File: src/sv/can_raf_pkg.sv
`timescale 1ns / 1ps

package can_raf_pkg;

    localparam int MAX_ENTRIES = 32;
    localparam int ADDR_W      = $clog2(MAX_ENTRIES);
    localparam int CNT_W       = $clog2(MAX_ENTRIES + 1);

    localparam int ID_W        = 11;
    localparam int KEY_W       = ID_W + 1;
    localparam int IDX_W       = 5;
    localparam int EIU_W       = 6;
    localparam int STATUS_W    = 3;
    localparam int CFG_IDX_W   = 4;
    localparam int CFG_DATA_W  = 11;

    // stored entry: 12-bit key (RTR at the top), 11-bit mask
    localparam int ENTRY_W     = KEY_W + ID_W;

    localparam logic [EIU_W-1:0] EIU_RESET  = EIU_W'(32);
    localparam logic [ID_W-1:0]  BOOT_RESET = ID_W'(12'h03C);

    localparam logic [CFG_IDX_W-1:0] CFG_ENTRIES_IN_USE   = CFG_IDX_W'(0);
    localparam logic [CFG_IDX_W-1:0] CFG_BOOTLOADER_IDENT = CFG_IDX_W'(1);

    localparam logic CMD_WRITE = 1'b0;
    localparam logic CMD_FRAME = 1'b1;

    localparam logic [STATUS_W-1:0] ST_WRITTEN          = 3'd0;
    localparam logic [STATUS_W-1:0] ST_BAD_INDEX        = 3'd1;
    localparam logic [STATUS_W-1:0] ST_MATCH_HANDLER    = 3'd2;
    localparam logic [STATUS_W-1:0] ST_MATCH_NO_HANDLER = 3'd3;
    localparam logic [STATUS_W-1:0] ST_NO_MATCH         = 3'd4;
    localparam logic [STATUS_W-1:0] ST_EXTENDED         = 3'd5;
    localparam logic [STATUS_W-1:0] ST_BOOTLOADER       = 3'd6;

    typedef struct packed {
        logic load;
        logic decide;
        logic search;
        logic post;
    } raf_cmd_t;

    typedef struct packed {
        logic decide_done;
        logic search_done;
        logic out_free;
    } raf_sts_t;

endpackage

File: src/sv/can_raf_ram.sv
`timescale 1ns / 1ps

module can_raf_ram #(
    parameter int WIDTH = 8,
    parameter int DEPTH = 32
) (
    input  logic                     aclk,
    input  logic                     we,
    input  logic [$clog2(DEPTH)-1:0] waddr,
    input  logic [WIDTH-1:0]         wdata,
    input  logic [$clog2(DEPTH)-1:0] raddr,
    output logic [WIDTH-1:0]         rdata
);

    logic [WIDTH-1:0] mem_reg [DEPTH];
    logic [WIDTH-1:0] rdata_reg;

    always_ff @(posedge aclk) begin
        if (we) begin
            mem_reg[waddr] <= wdata;
        end
        rdata_reg <= mem_reg[raddr];
    end

    assign rdata = rdata_reg;

endmodule

File: src/sv/can_raf_ctrl.sv
`timescale 1ns / 1ps

module can_raf_ctrl
    import can_raf_pkg::*;
(
    input  logic     aclk,
    input  logic     aresetn,
    input  logic     s_valid,
    output logic     s_ready,
    input  raf_sts_t sts,
    output raf_cmd_t cmd
);

    localparam logic [1:0] S_IDLE   = 2'd0;
    localparam logic [1:0] S_DECIDE = 2'd1;
    localparam logic [1:0] S_SEARCH = 2'd2;
    localparam logic [1:0] S_POST   = 2'd3;

    logic [1:0] state_reg;
    logic [1:0] state_next;

    always_comb begin
        state_next = state_reg;
        cmd        = '0;
        s_ready    = 1'b0;
        unique case (state_reg)
            S_IDLE: begin
                s_ready = 1'b1;
                if (s_valid) begin
                    cmd.load   = 1'b1;
                    state_next = S_DECIDE;
                end
            end
            S_DECIDE: begin
                cmd.decide = 1'b1;
                state_next = sts.decide_done ? S_POST : S_SEARCH;
            end
            S_SEARCH: begin
                cmd.search = 1'b1;
                if (sts.search_done) begin
                    state_next = S_POST;
                end
            end
            S_POST: begin
                // hold the result until the output register frees up
                cmd.post = 1'b1;
                if (sts.out_free) begin
                    state_next = S_IDLE;
                end
            end
        endcase
    end

    always_ff @(posedge aclk) begin
        if (!aresetn) begin
            state_reg <= S_IDLE;
        end else begin
            state_reg <= state_next;
        end
    end

endmodule

File: src/sv/can_raf_dp.sv
`timescale 1ns / 1ps

module can_raf_dp
    import can_raf_pkg::*;
(
    input  logic                  aclk,
    input  logic                  aresetn,
    input  raf_cmd_t              cmd,
    output raf_sts_t              sts,
    input  logic                  s_cmd,
    input  logic [IDX_W-1:0]      s_entry_index,
    input  logic [ID_W-1:0]       s_filter_ident,
    input  logic [ID_W-1:0]       s_filter_mask,
    input  logic                  s_filter_rtr,
    input  logic [ID_W-1:0]       s_frame_ident,
    input  logic                  s_frame_rtr,
    input  logic                  s_frame_extended,
    output logic                  m_valid,
    input  logic                  m_ready,
    output logic [STATUS_W-1:0]   m_status,
    output logic [IDX_W-1:0]      m_matched_index,
    input  logic                  cfg_valid,
    output logic                  cfg_ready,
    input  logic [CFG_IDX_W-1:0]  cfg_index,
    input  logic [CFG_DATA_W-1:0] cfg_data
);

    // configuration
    logic [EIU_W-1:0] eiu_reg;
    logic [ID_W-1:0]  boot_reg;

    // captured item
    logic             cmd_reg;
    logic [IDX_W-1:0] idx_reg;
    logic [ID_W-1:0]  fil_id_reg;
    logic [ID_W-1:0]  fil_mask_reg;
    logic             fil_rtr_reg;
    logic [ID_W-1:0]  frm_id_reg;
    logic             frm_rtr_reg;
    logic             frm_ext_reg;

    // table
    logic [MAX_ENTRIES-1:0] entry_vld_reg;
    logic [ADDR_W-1:0]      ptr_reg;
    logic [ADDR_W-1:0]      cur_idx_reg;
    logic                   rd_vld_reg;
    logic                   vld_rd_reg;
    logic [ENTRY_W-1:0]     rd_data;
    logic                   ram_we;

    // pending result and output register
    logic [STATUS_W-1:0] pend_status_reg;
    logic [IDX_W-1:0]    pend_index_reg;
    logic                m_valid_reg;
    logic [STATUS_W-1:0] m_status_reg;
    logic [IDX_W-1:0]    m_index_reg;

    logic [CNT_W-1:0]    n_active;
    logic                bad_index;
    logic                is_boot;
    logic                decide_done;
    logic [STATUS_W-1:0] decide_status;
    logic [KEY_W-1:0]    key;
    logic [KEY_W-1:0]    ent_ident;
    logic [KEY_W-1:0]    ent_mask;
    logic                hit;
    logic                last;
    logic                search_done;
    logic                out_free;

    assign cfg_ready = 1'b1;

    always_ff @(posedge aclk) begin
        if (!aresetn) begin
            eiu_reg  <= EIU_RESET;
            boot_reg <= BOOT_RESET;
        end else if (cfg_valid) begin
            if (cfg_index == CFG_ENTRIES_IN_USE) begin
                eiu_reg <= cfg_data[EIU_W-1:0];
            end else if (cfg_index == CFG_BOOTLOADER_IDENT) begin
                boot_reg <= cfg_data[ID_W-1:0];
            end
        end
    end

    always_ff @(posedge aclk) begin
        if (cmd.load) begin
            cmd_reg      <= s_cmd;
            idx_reg      <= s_entry_index;
            fil_id_reg   <= s_filter_ident;
            fil_mask_reg <= s_filter_mask;
            fil_rtr_reg  <= s_filter_rtr;
            frm_id_reg   <= s_frame_ident;
            frm_rtr_reg  <= s_frame_rtr;
            frm_ext_reg  <= s_frame_extended;
        end
    end

    // saturate the entry count to the table depth
    assign n_active  = (CNT_W'(eiu_reg) > CNT_W'(MAX_ENTRIES)) ? CNT_W'(MAX_ENTRIES)
                                                                 : CNT_W'(eiu_reg);
    assign bad_index = CNT_W'(idx_reg) >= n_active;
    assign is_boot   = frm_id_reg == boot_reg;

    assign decide_done = (cmd_reg == CMD_WRITE) || frm_ext_reg || is_boot
                         || (n_active == '0);

    always_comb begin
        priority if (cmd_reg == CMD_WRITE) begin
            decide_status = bad_index ? ST_BAD_INDEX : ST_WRITTEN;
        end else if (frm_ext_reg) begin
            decide_status = ST_EXTENDED;
        end else if (is_boot) begin
            decide_status = ST_BOOTLOADER;
        end else begin
            decide_status = ST_NO_MATCH;
        end
    end

    assign ram_we = cmd.decide && (cmd_reg == CMD_WRITE) && !bad_index;

    can_raf_ram #(
        .WIDTH (ENTRY_W),
        .DEPTH (MAX_ENTRIES)
    ) u_table (
        .aclk  (aclk),
        .we    (ram_we),
        .waddr (idx_reg[ADDR_W-1:0]),
        .wdata ({fil_rtr_reg, fil_id_reg, fil_mask_reg}),
        .raddr (ptr_reg),
        .rdata (rd_data)
    );

    // a written entry always has a handler, so its valid bit doubles as the mark
    always_ff @(posedge aclk) begin
        if (!aresetn) begin
            entry_vld_reg <= '0;
        end else if (ram_we) begin
            entry_vld_reg[idx_reg[ADDR_W-1:0]] <= 1'b1;
        end
    end

    // one read in flight: compare the entry at cur_idx while the next one is read
    always_ff @(posedge aclk) begin
        if (!aresetn) begin
            rd_vld_reg <= 1'b0;
        end else begin
            rd_vld_reg <= cmd.search && !search_done;
        end
    end

    always_ff @(posedge aclk) begin
        if (cmd.decide) begin
            ptr_reg <= '0;
        end else if (cmd.search) begin
            ptr_reg <= ptr_reg + ADDR_W'(1);
        end
        cur_idx_reg <= ptr_reg;
        vld_rd_reg  <= entry_vld_reg[ptr_reg];
    end

    assign key       = {frm_rtr_reg, frm_id_reg};
    assign ent_ident = vld_rd_reg ? rd_data[ENTRY_W-1:ID_W] : '0;
    assign ent_mask  = vld_rd_reg ? {1'b1, rd_data[ID_W-1:0]} : '1;
    assign hit       = ((key ^ ent_ident) & ent_mask) == '0;
    assign last      = (CNT_W'(cur_idx_reg) + CNT_W'(1)) == n_active;

    assign search_done = cmd.search && rd_vld_reg && (hit || last);

    always_ff @(posedge aclk) begin
        if (cmd.decide) begin
            pend_status_reg <= decide_status;
            pend_index_reg  <= '0;
        end else if (search_done) begin
            if (hit) begin
                pend_status_reg <= vld_rd_reg ? ST_MATCH_HANDLER : ST_MATCH_NO_HANDLER;
                pend_index_reg  <= IDX_W'(cur_idx_reg);
            end else begin
                pend_status_reg <= ST_NO_MATCH;
                pend_index_reg  <= '0;
            end
        end
    end

    assign out_free = !m_valid_reg || m_ready;

    always_ff @(posedge aclk) begin
        if (!aresetn) begin
            m_valid_reg <= 1'b0;
        end else if (cmd.post && out_free) begin
            m_valid_reg <= 1'b1;
        end else if (m_ready) begin
            m_valid_reg <= 1'b0;
        end
    end

    always_ff @(posedge aclk) begin
        if (cmd.post && out_free) begin
            m_status_reg <= pend_status_reg;
            m_index_reg  <= pend_index_reg;
        end
    end

    assign sts.decide_done = decide_done;
    assign sts.search_done = search_done;
    assign sts.out_free    = out_free;

    assign m_valid         = m_valid_reg;
    assign m_status        = m_status_reg;
    assign m_matched_index = m_index_reg;

endmodule

File: src/sv/can_rx_acceptance_filter_core.sv
`timescale 1ns / 1ps

// Acceptance filter for standard CAN frames, 32-entry identifier/mask table.
// Input beat (s_valid/s_ready): s_cmd selects a filter write (entry_index,
// filter_ident, filter_mask, filter_rtr) or a received frame (frame_ident,
// frame_rtr, frame_extended). Every input beat gives exactly one result beat
// (m_valid/m_ready) carrying m_status and m_matched_index.
// Configuration beats (cfg_valid/cfg_ready, always ready): index 0 sets the
// entries in use, index 1 the bootloader identifier; other indexes are dropped.
// Writes, extended, bootloader and empty-table frames skip the table search;
// a table search walks the single RAM read port one entry a cycle and stops
// at the first hit or at the last of the entries in use. s_ready rises at
// the edge that loads the result into the output register, so a new item is
// taken only once the previous result has been loaded there.
// Reset: every entry reads as identifier 0, mask all ones, no handler;
// entries in use = 32, bootloader identifier = 0x3C. No clearing pass.
// Stall: a result waits in the output register while the next item is
// accepted and processed; that item's result is held until m_ready frees it.
module can_rx_acceptance_filter_core
    import can_raf_pkg::*;
(
    input  logic                  aclk,
    input  logic                  aresetn,
    input  logic                  s_valid,
    output logic                  s_ready,
    input  logic                  s_cmd,
    input  logic [IDX_W-1:0]      s_entry_index,
    input  logic [ID_W-1:0]       s_filter_ident,
    input  logic [ID_W-1:0]       s_filter_mask,
    input  logic                  s_filter_rtr,
    input  logic [ID_W-1:0]       s_frame_ident,
    input  logic                  s_frame_rtr,
    input  logic                  s_frame_extended,
    output logic                  m_valid,
    input  logic                  m_ready,
    output logic [STATUS_W-1:0]   m_status,
    output logic [IDX_W-1:0]      m_matched_index,
    input  logic                  cfg_valid,
    output logic                  cfg_ready,
    input  logic [CFG_IDX_W-1:0]  cfg_index,
    input  logic [CFG_DATA_W-1:0] cfg_data
);

    raf_cmd_t cmd;
    raf_sts_t sts;

    can_raf_ctrl u_ctrl (
        .aclk    (aclk),
        .aresetn (aresetn),
        .s_valid (s_valid),
        .s_ready (s_ready),
        .sts     (sts),
        .cmd     (cmd)
    );

    can_raf_dp u_dp (
        .aclk             (aclk),
        .aresetn          (aresetn),
        .cmd              (cmd),
        .sts              (sts),
        .s_cmd            (s_cmd),
        .s_entry_index    (s_entry_index),
        .s_filter_ident   (s_filter_ident),
        .s_filter_mask    (s_filter_mask),
        .s_filter_rtr     (s_filter_rtr),
        .s_frame_ident    (s_frame_ident),
        .s_frame_rtr      (s_frame_rtr),
        .s_frame_extended (s_frame_extended),
        .m_valid          (m_valid),
        .m_ready          (m_ready),
        .m_status         (m_status),
        .m_matched_index  (m_matched_index),
        .cfg_valid        (cfg_valid),
        .cfg_ready        (cfg_ready),
        .cfg_index        (cfg_index),
        .cfg_data         (cfg_data)
    );

endmodule

File: config.mk
export PLATFORM = sky130hd
export DESIGN_NAME = can_rx_acceptance_filter_core
export DESIGN_NICKNAME = d
export VERILOG_FILES = /design/src/sv/can_raf_pkg.sv /design/src/sv/can_raf_ram.sv /design/src/sv/can_raf_ctrl.sv /design/src/sv/can_raf_dp.sv /design/src/sv/can_rx_acceptance_filter_core.sv
export SDC_FILE = /design/constraint.sdc
export NUM_CORES = 1
export LEC_CHECK = 0
export BUFFER_PORTS_ARGS = -buffer_cell sky130_fd_sc_hd__buf_2
export CELL_PAD_IN_SITES_DETAIL_PLACEMENT = 1
export CELL_PAD_IN_SITES_GLOBAL_PLACEMENT = 1
export CORE_UTILIZATION = 59
export DETAILED_ROUTE_END_ITERATION = 10
export GPL_TIMING_DRIVEN = 0
export MAX_ROUTING_LAYER = met4
export PLACE_DENSITY = 0.84
export SLEW_MARGIN = 15
export SYNTH_ARGS = -nofsm -noshare
export SYNTH_HDL_FRONTEND = slang
export SYNTH_SLANG_ARGS = --single-unit
File: constraint.sdc
create_clock -name aclk -period 6.5 [get_ports aclk]
set_clock_uncertainty 0.2 [all_clocks]
set_input_delay 0.325 -clock aclk [delete_from_list [all_inputs] [get_ports aclk]]
set_output_delay 0.325 -clock aclk [all_outputs]
set_load 0.005 [all_outputs]
; ---- After elaboration in Yosys (flattened, before gate mapping)
; Memory sizes are Yosys's and may differ from the RTL's. A register that Yosys moved wholly into a read port is not among the register bits.
; Index checks and enable logic that the tools add are counted.
[classes]
addsub = 2
order_cmp = 5
shift = 0
mul = 0
n_bitwise = 5
n_reduce_logical = 24
eq_ne = 9
n_mux = 31
n_div = 0
[op_table]
columns = cell, n
row1 = 32-bit OR, 1
row2 = 1-bit two-way mux, 15
row3 = 3-bit two-way mux, 5
row4 = 12-bit bitwise AND, 1
row5 = 12-bit zero test, 1
row6 = "5-bit by 6-bit < comparator with 1-bit output, second input constant", 2
row7 = 12-bit two-way mux, 1
row8 = 12-bit bitwise XOR, 1
row9 = 11-bit == test, 1
row10 = 11-bit two-way mux, 1
row11 = 2-bit two-way mux, 4
row12 = 2-bit case mux with 4 select lines, 1
row13 = 1-bit logical AND, 7
row14 = "5-bit by 1-bit adder with 6-bit output, second input constant", 1
row15 = 6-bit == test, 1
row16 = 5-bit by 6-bit greater-or-equal comparator with 1-bit output, 1
row17 = "6-bit greater-than comparator, second input constant", 1
row18 = 6-bit zero test, 1
row19 = 6-bit two-way mux, 1
row20 = 3-bit AND reduction, 2
row21 = "5-bit by 1-bit adder with 5-bit output, second input constant", 1
row22 = 1-bit binary-select mux with 5-bit select, 1
row23 = 1-bit demux with 5-bit select, 1
row24 = "5-bit by 1-bit greater-or-equal comparator with 1-bit output, second input constant", 1
row25 = other kinds (13), 23
[totals]
latchBits = 0
mem_bits_ro = 0
ff_bits = 122
ram_bits = 736
elab_cells = 98
mem_count = 1
[memory_table]
columns = memory, depth, word_bits, rd, rd_clocked_by_memory_dff, wr, line
row1 = u_dp.u_table.mem_reg, 32, 23, 1, 1, 1, can_raf_ram.sv:15  ; logic [WIDTH-1:0] mem_reg [DEPTH];

; ---- Longest topological paths before layout
[depth]
word_depth = 8
depth_mapped = 11
mapped_depth_nobuf = 9

; ---- By module
; A second synthesis with hierarchy kept.
[hier_totals]
hier_cells = 2053
area_unflattened_um2 = 34514.4
[by_module_without_submodules]
columns = mod, area_each_um2, instances, cells_per_inst, seq_area_each_um2
row1 = can_raf_ram, 29243.0, 1, 1619, 22561.6
row2 = can_raf_dp, 5088.6, 1, 413, 2932.8
row3 = can_raf_ctrl, 182.7, 1, 21, 40.0

; ---- Worst setup path before layout
; Ideal clock, no wire load.
[synth_path]
path_type = register to register
startpoint = reg u_dp.eiu_reg[5]
endpoint = mem u_dp.u_table.mem_reg[20][0] (netlist bit) (enable)
path_slack_ns = 2.961
arrival_ns = 2.936
synth_period_minus_slack_ns = 3.539
stages_incl_launch_ff = 12
n_path_buf = 2
setup_ns = 0.403
path_cell_list = dfxtp_1 > buf_2 > inv_1 > nand2_1 > ha_1 > a21o_1 > a21o_1 > a21oi_2 > o21bai_1 > or3b_1 > buf_2 > nor2_1
[synth_via]
elab_chain_len = 7
[synth_rtl]
columns = item, line
row1 = start: declaration, can_raf_dp.sv:29  ; logic [EIU_W-1:0] eiu_reg;
row2 = start signal: assignment, can_raf_dp.sv:79  ; eiu_reg <= cfg_data[EIU_W-1:0];
row3 = 6-bit greater-than comparator, can_raf_dp.sv:100  ; assign n_active = (CNT_W'(eiu_reg) > CNT_W'(MAX_ENTRIES)) ? CNT_W'(MAX_ENTRIES)
row4 = 6-bit two-way mux *, can_raf_dp.sv:100
row5 = 5-bit by 6-bit greater-or-equal comparator with 1-bit output *, can_raf_dp.sv:102  ; assign bad_index = CNT_W'(idx_reg) >= n_active;
row6 = 1-bit zero test *, can_raf_dp.sv:120  ; assign ram_we = cmd.decide && (cmd_reg == CMD_WRITE) && !bad_index;
row7 = 1-bit logical AND *, can_raf_dp.sv:120
row8 = 1-bit two-way mux *, can_raf_ram.sv:19  ; if (we) begin
row9 = 1-bit two-way mux (not written as such) *, can_raf_ram.sv:20  ; mem_reg[waddr] <= wdata;
row10 = end: declaration, can_raf_ram.sv:15
; Every way passes the cells marked *; elsewhere a longest branch is shown, timed or not.

; ---- Worst setup path in the final report
[layout_path]
startpoint = reg u_dp.eiu_reg[5]
endpoint = mem u_dp.u_table.mem_reg[25][10] (netlist bit) (enable)
; Same word-level chain as after synthesis.

==> flow_metrics.py <==
metrics = {
    "cts": {
        "cts_made_buffers": 86,
        "clk_pin_slew_worst_paths_ns": 0.06,
        "tritoncts": "yes",
        "clk_path_buf_depth": 3,
        "clk_latency_ns": 0.65,
        "cts-resized-gates": 0,
        "cts_sinks": 881,
        "htree_levels": 3,
        "root_buffer": "clkbuf_16",
    },
    "yosys": {
        "yosys_register_bits": 881,
        "syn_area_um2": 33440,
        "avgSynthCellArea_um2": 21.52,
        "ys_seq_area_share_pct": 76.35,
        "async_flop_share_pct": 0,
        "synth_cell_types": 51,
        "synth_edf_count": 789,
        "syn_nets": 1626,
        "synth_flop_cell": "edfxtp_1",
        "synth-warning-count": 0,
        "synthCells": 1554,
    },
    "timing": {
        "hold_viol_final": 0,
        "max_freq_ghz": 0.2394,
        "worst_slew_pin_slew_ns": 1.237,
        "rsz0062_at_grt": "false",
        "finalCritPeriodShare_pct": 64.25,
        "setup_viol": 0,
        "slew_headroom_pct": 17.55,
        "slew_viol_final": 0,
        "finalCriticalPeriod_ns": 4.177,
        "setup_tns_ns": 0,
    },
    "power_and_ir_drop": {
        "switching_share_pct": 27.46,
        "power_frac_seq_pct": 48.9,
        "p_clk_share_pct": 35.7,
        "power.switching_mw": 3.943,
        "pwr-share-comb_pct": 15.4,
        "finalPower_mw": 14.36,
        "p_int_mw": 10.41,
        "peakVddDrop_v": 0.0003296,
        "leakagePower_nw": 12.38,
        "powerDensity_nw_per_um2": 366.0,
    },
    "detailed_routing": {
        "dr.pass1.iters": 8,
        "vias": 18430,
        "drc": 0,
        "vias_per_cell": 7.026,
        "initialDrtViolationCount": 2806,
        "avgRoutedWirePerCell_um": 39.87,
        "ant_nets": 0,
        "drt-total-wl_um": 104600,
    },
    "final_layout": {
        "seq_area_um2": 25530,
        "multi_input_area_um2": 7764,
        "largest_reg_flops": 736,
        "fin_cells": 2623,
        "drive_above_1_share_pct": 29.78,
        "fillCellCount": 4295,
        "fin_nets": 1878,
        "syn_to_final_growth_pct": 17.27,
    },
    "floorplanning": {
        "die_width_um": 240.1,
        "core_area_um2": 55520,
        "initial_core_util_pct": 60.24,
        "core.rowCount": 86,
        "die_area_um2": 57640,
        "die_y_um": 240.1,
        "io_pins": 73,
    },
    "global_routing": {
        "grt_start_max_net_pins": 43,
        "track_usage_pct": 38.62,
        "antenna_found_initial": 2,
        "grt_pass1_wl_um": 145000,
        "gr-total-overflow": 0,
        "grt_pass1_vias": 19334,
    },
    "placement": {
        "dp.cells": 2404,
        "dp_hpwl_um": 58560,
        "portBuffers": 70,
        "place.gp.congestion": 0.8977,
    },
    "worst_setup_path": {
        "cpMaxStageDelayCell": "nor2_4",
        "path_common_cell": "a21o_1",
        "cp_slowest_stage_delay_ns": 0.86,
        "critical_path_class": "reg -> reg",
        "crit_chain": "buf_2, inv_1, nand2_1, ha_1, a21o_1, a21o_1, a21oi_2, o21a_1, nand3b_1, nor2_4, buf_16",
        "r2r-start": "u_dp.eiu_reg[5]$_SDFFE_PN1P_",
        "critPathArrivalTime_ns": 4.32,
        "r2r_end": "u_dp.u_table.mem_reg[25][10]$_DFFE_PP_",
        "startpoint_type": "flop",
        "ff2ff_path_depth": 11,
        "worst-path-max-fanout": 14,
        "end_kind": "flop",
        "worstPathRequired_ns": 6.64,
        "r2r_slack_ns": 2.32,
    },
    "hold_path": {
        "hp-start": "aresetn",
        "hold_depth": 3,
        "hold_path_end": "u_ctrl.state_reg[0]$_SDFFE_PN0P_",
        "hold_class": "in -> reg",
    },
    "status": {
        "status": "completed",
    },
    "flow_run": {
        "max-cap-violations": 0,
    },
}
metrics by stage:
step	hold WS, ns	area (µm²)	utilization (%)	setup WS, ns
floorplan	0.1290	33440	-	2.961
global placement	0.1377	34730	62.55	1.454
detailed placement	0.1521	35800	64.47	2.381
CTS	0.03326	39170	70.54	2.314
global route	0.06030	39220	70.64	2.228
finish	0.04941	39220	70.64	2.323
worst max path at each step:
stage | from | slack [ns] | to | depth (start not counted)
final | u_dp.eiu_reg[5]$_SDFFE_PN1P_ | 2.32 | u_dp.u_table.mem_reg[25][10]$_DFFE_PP_ | 11
after global routing | u_dp.eiu_reg[5]$_SDFFE_PN1P_ | 2.23 | u_dp.u_table.mem_reg[25][0]$_DFFE_PP_ | 11
after CTS | u_dp.ptr_reg[1]$_SDFFE_PP0N_ | 2.31 | u_dp.u_table.rdata[3]$_DFF_P_ | 6
after detailed placement | u_dp.ptr_reg[1]$_SDFFE_PP0N_ | 2.38 | u_dp.u_table.rdata[5]$_DFF_P_ | 6
after global placement | u_dp.eiu_reg[5]$_SDFFE_PN1P_ | 1.45 | u_dp.u_table.mem_reg[26][10]$_DFFE_PP_ | 11
after floorplan | u_dp.eiu_reg[5]$_SDFFE_PN1P_ | 2.96 | u_dp.u_table.mem_reg[20][0]$_DFFE_PP_ | 11
power by group through the flow:
stage	clock network [mW]	registers [mW]	logic, mW
global placement	0	7.05	1.87
global route	5.28	7.02	2.29
CTS	5.08	7.01	2.15
finish	5.13	7.01	2.21
floorplan	0	6.90	1.33
detailed placement	0	7.11	2.03
cell type report:
type / instances / share of cell area [%]
plain buffers: 75 / 0.8390
clock inverters: 48 / 1.235
repair buffers: 164 / 4.607
well taps: 748 / 2.386
clock buffers: 108 / 5.854
inverters: 18 / 0.1723
diodes: 1 / 0.006380
flip-flops and latches: 881 / 65.11
multi-input cells: 580 / 19.80
layout by cell type, fill, tap and decap left out, types with 32 or more instances in the layout:
cell type and n:
dlygate4sd3_1 59, clkbuf_16 87, clkbuf_1 60, nor2_1 32, o21ai_0 50, mux4_2 240, dfxtp_1 92, edfxtp_1 789
nand2_1 63, nor2_4 32, buf_2 90
layer usage:
layer | global-route usage, % | wire length [µm] | part of all wire [%]
met5 | - | 0 | 0
met4 | 19.36 | 5808 | 5.6
met3 | 8.152 | 10420 | 10
met2 | 61.80 | 52300 | 50
met1 | 47.15 | 36050 | 34
cells in the mapped netlist (all sizes together), types with 2 or more instances:
master	number	area share, %
nor4	3	0.075
dfxtp	92	5.5
xor2	5	0.13
inv	18	0.20
nor3	5	0.075
edfxtp	789	71
nor2b	8	0.15
o22ai	2	0.037
buf	26	0.41
nand2	63	0.71
mux4	240	16
a21o	2	0.045
o21ai	50	0.75
and2	3	0.064
nand3b	7	0.16
clkbuf	49	0.55
or3b	2	0.052
mux2i	19	0.57
nand3	9	0.13
nand2b	6	0.11
nand4	8	0.15
nor2	64	0.72
a21oi	8	0.13
ha	10	0.37
a22oi	9	0.20
xnor2	14	0.37
mux2	25	0.84
worst max-delay path: cells and delay by family (launching register included):
| kind | cells | cell delay, ns |
|---|---|---|
| flops | 1 | 0.31 |
| buf+inv | 3 | 0.64 |
| simple gates | 3 | 1.67 |
| fa+ha+maj | 1 | 0.30 |
| compound gates | 4 | 0.73 |
logic make-up (layout without fill, tap and decap cells):
group / after synthesis / in the layout / synth area share [%]
buffers and inverters: 93 / 413 / 1.163
DFF: 881 / 881 / 76.35
AOI/OAI and AO/OA: 81 / 81 / 1.437
xor gates and xnor gates: 20 / 20 / 0.5649
adders and majority gates: 10 / 10 / 0.3741
muxes: 284 / 284 / 17.57
and+or+nand+nor: 184 / 184 / 2.529
other: 1 / 2 / 0.01121
what timing repair did:
action | 4_1_cts | 5_1_grt
endpoints found under the hold margin | 60 | 0
hold buffers | 59 | 0
buffers inserted | 0 | 0
Note: power is estimated with default switching activity, not from simulation.
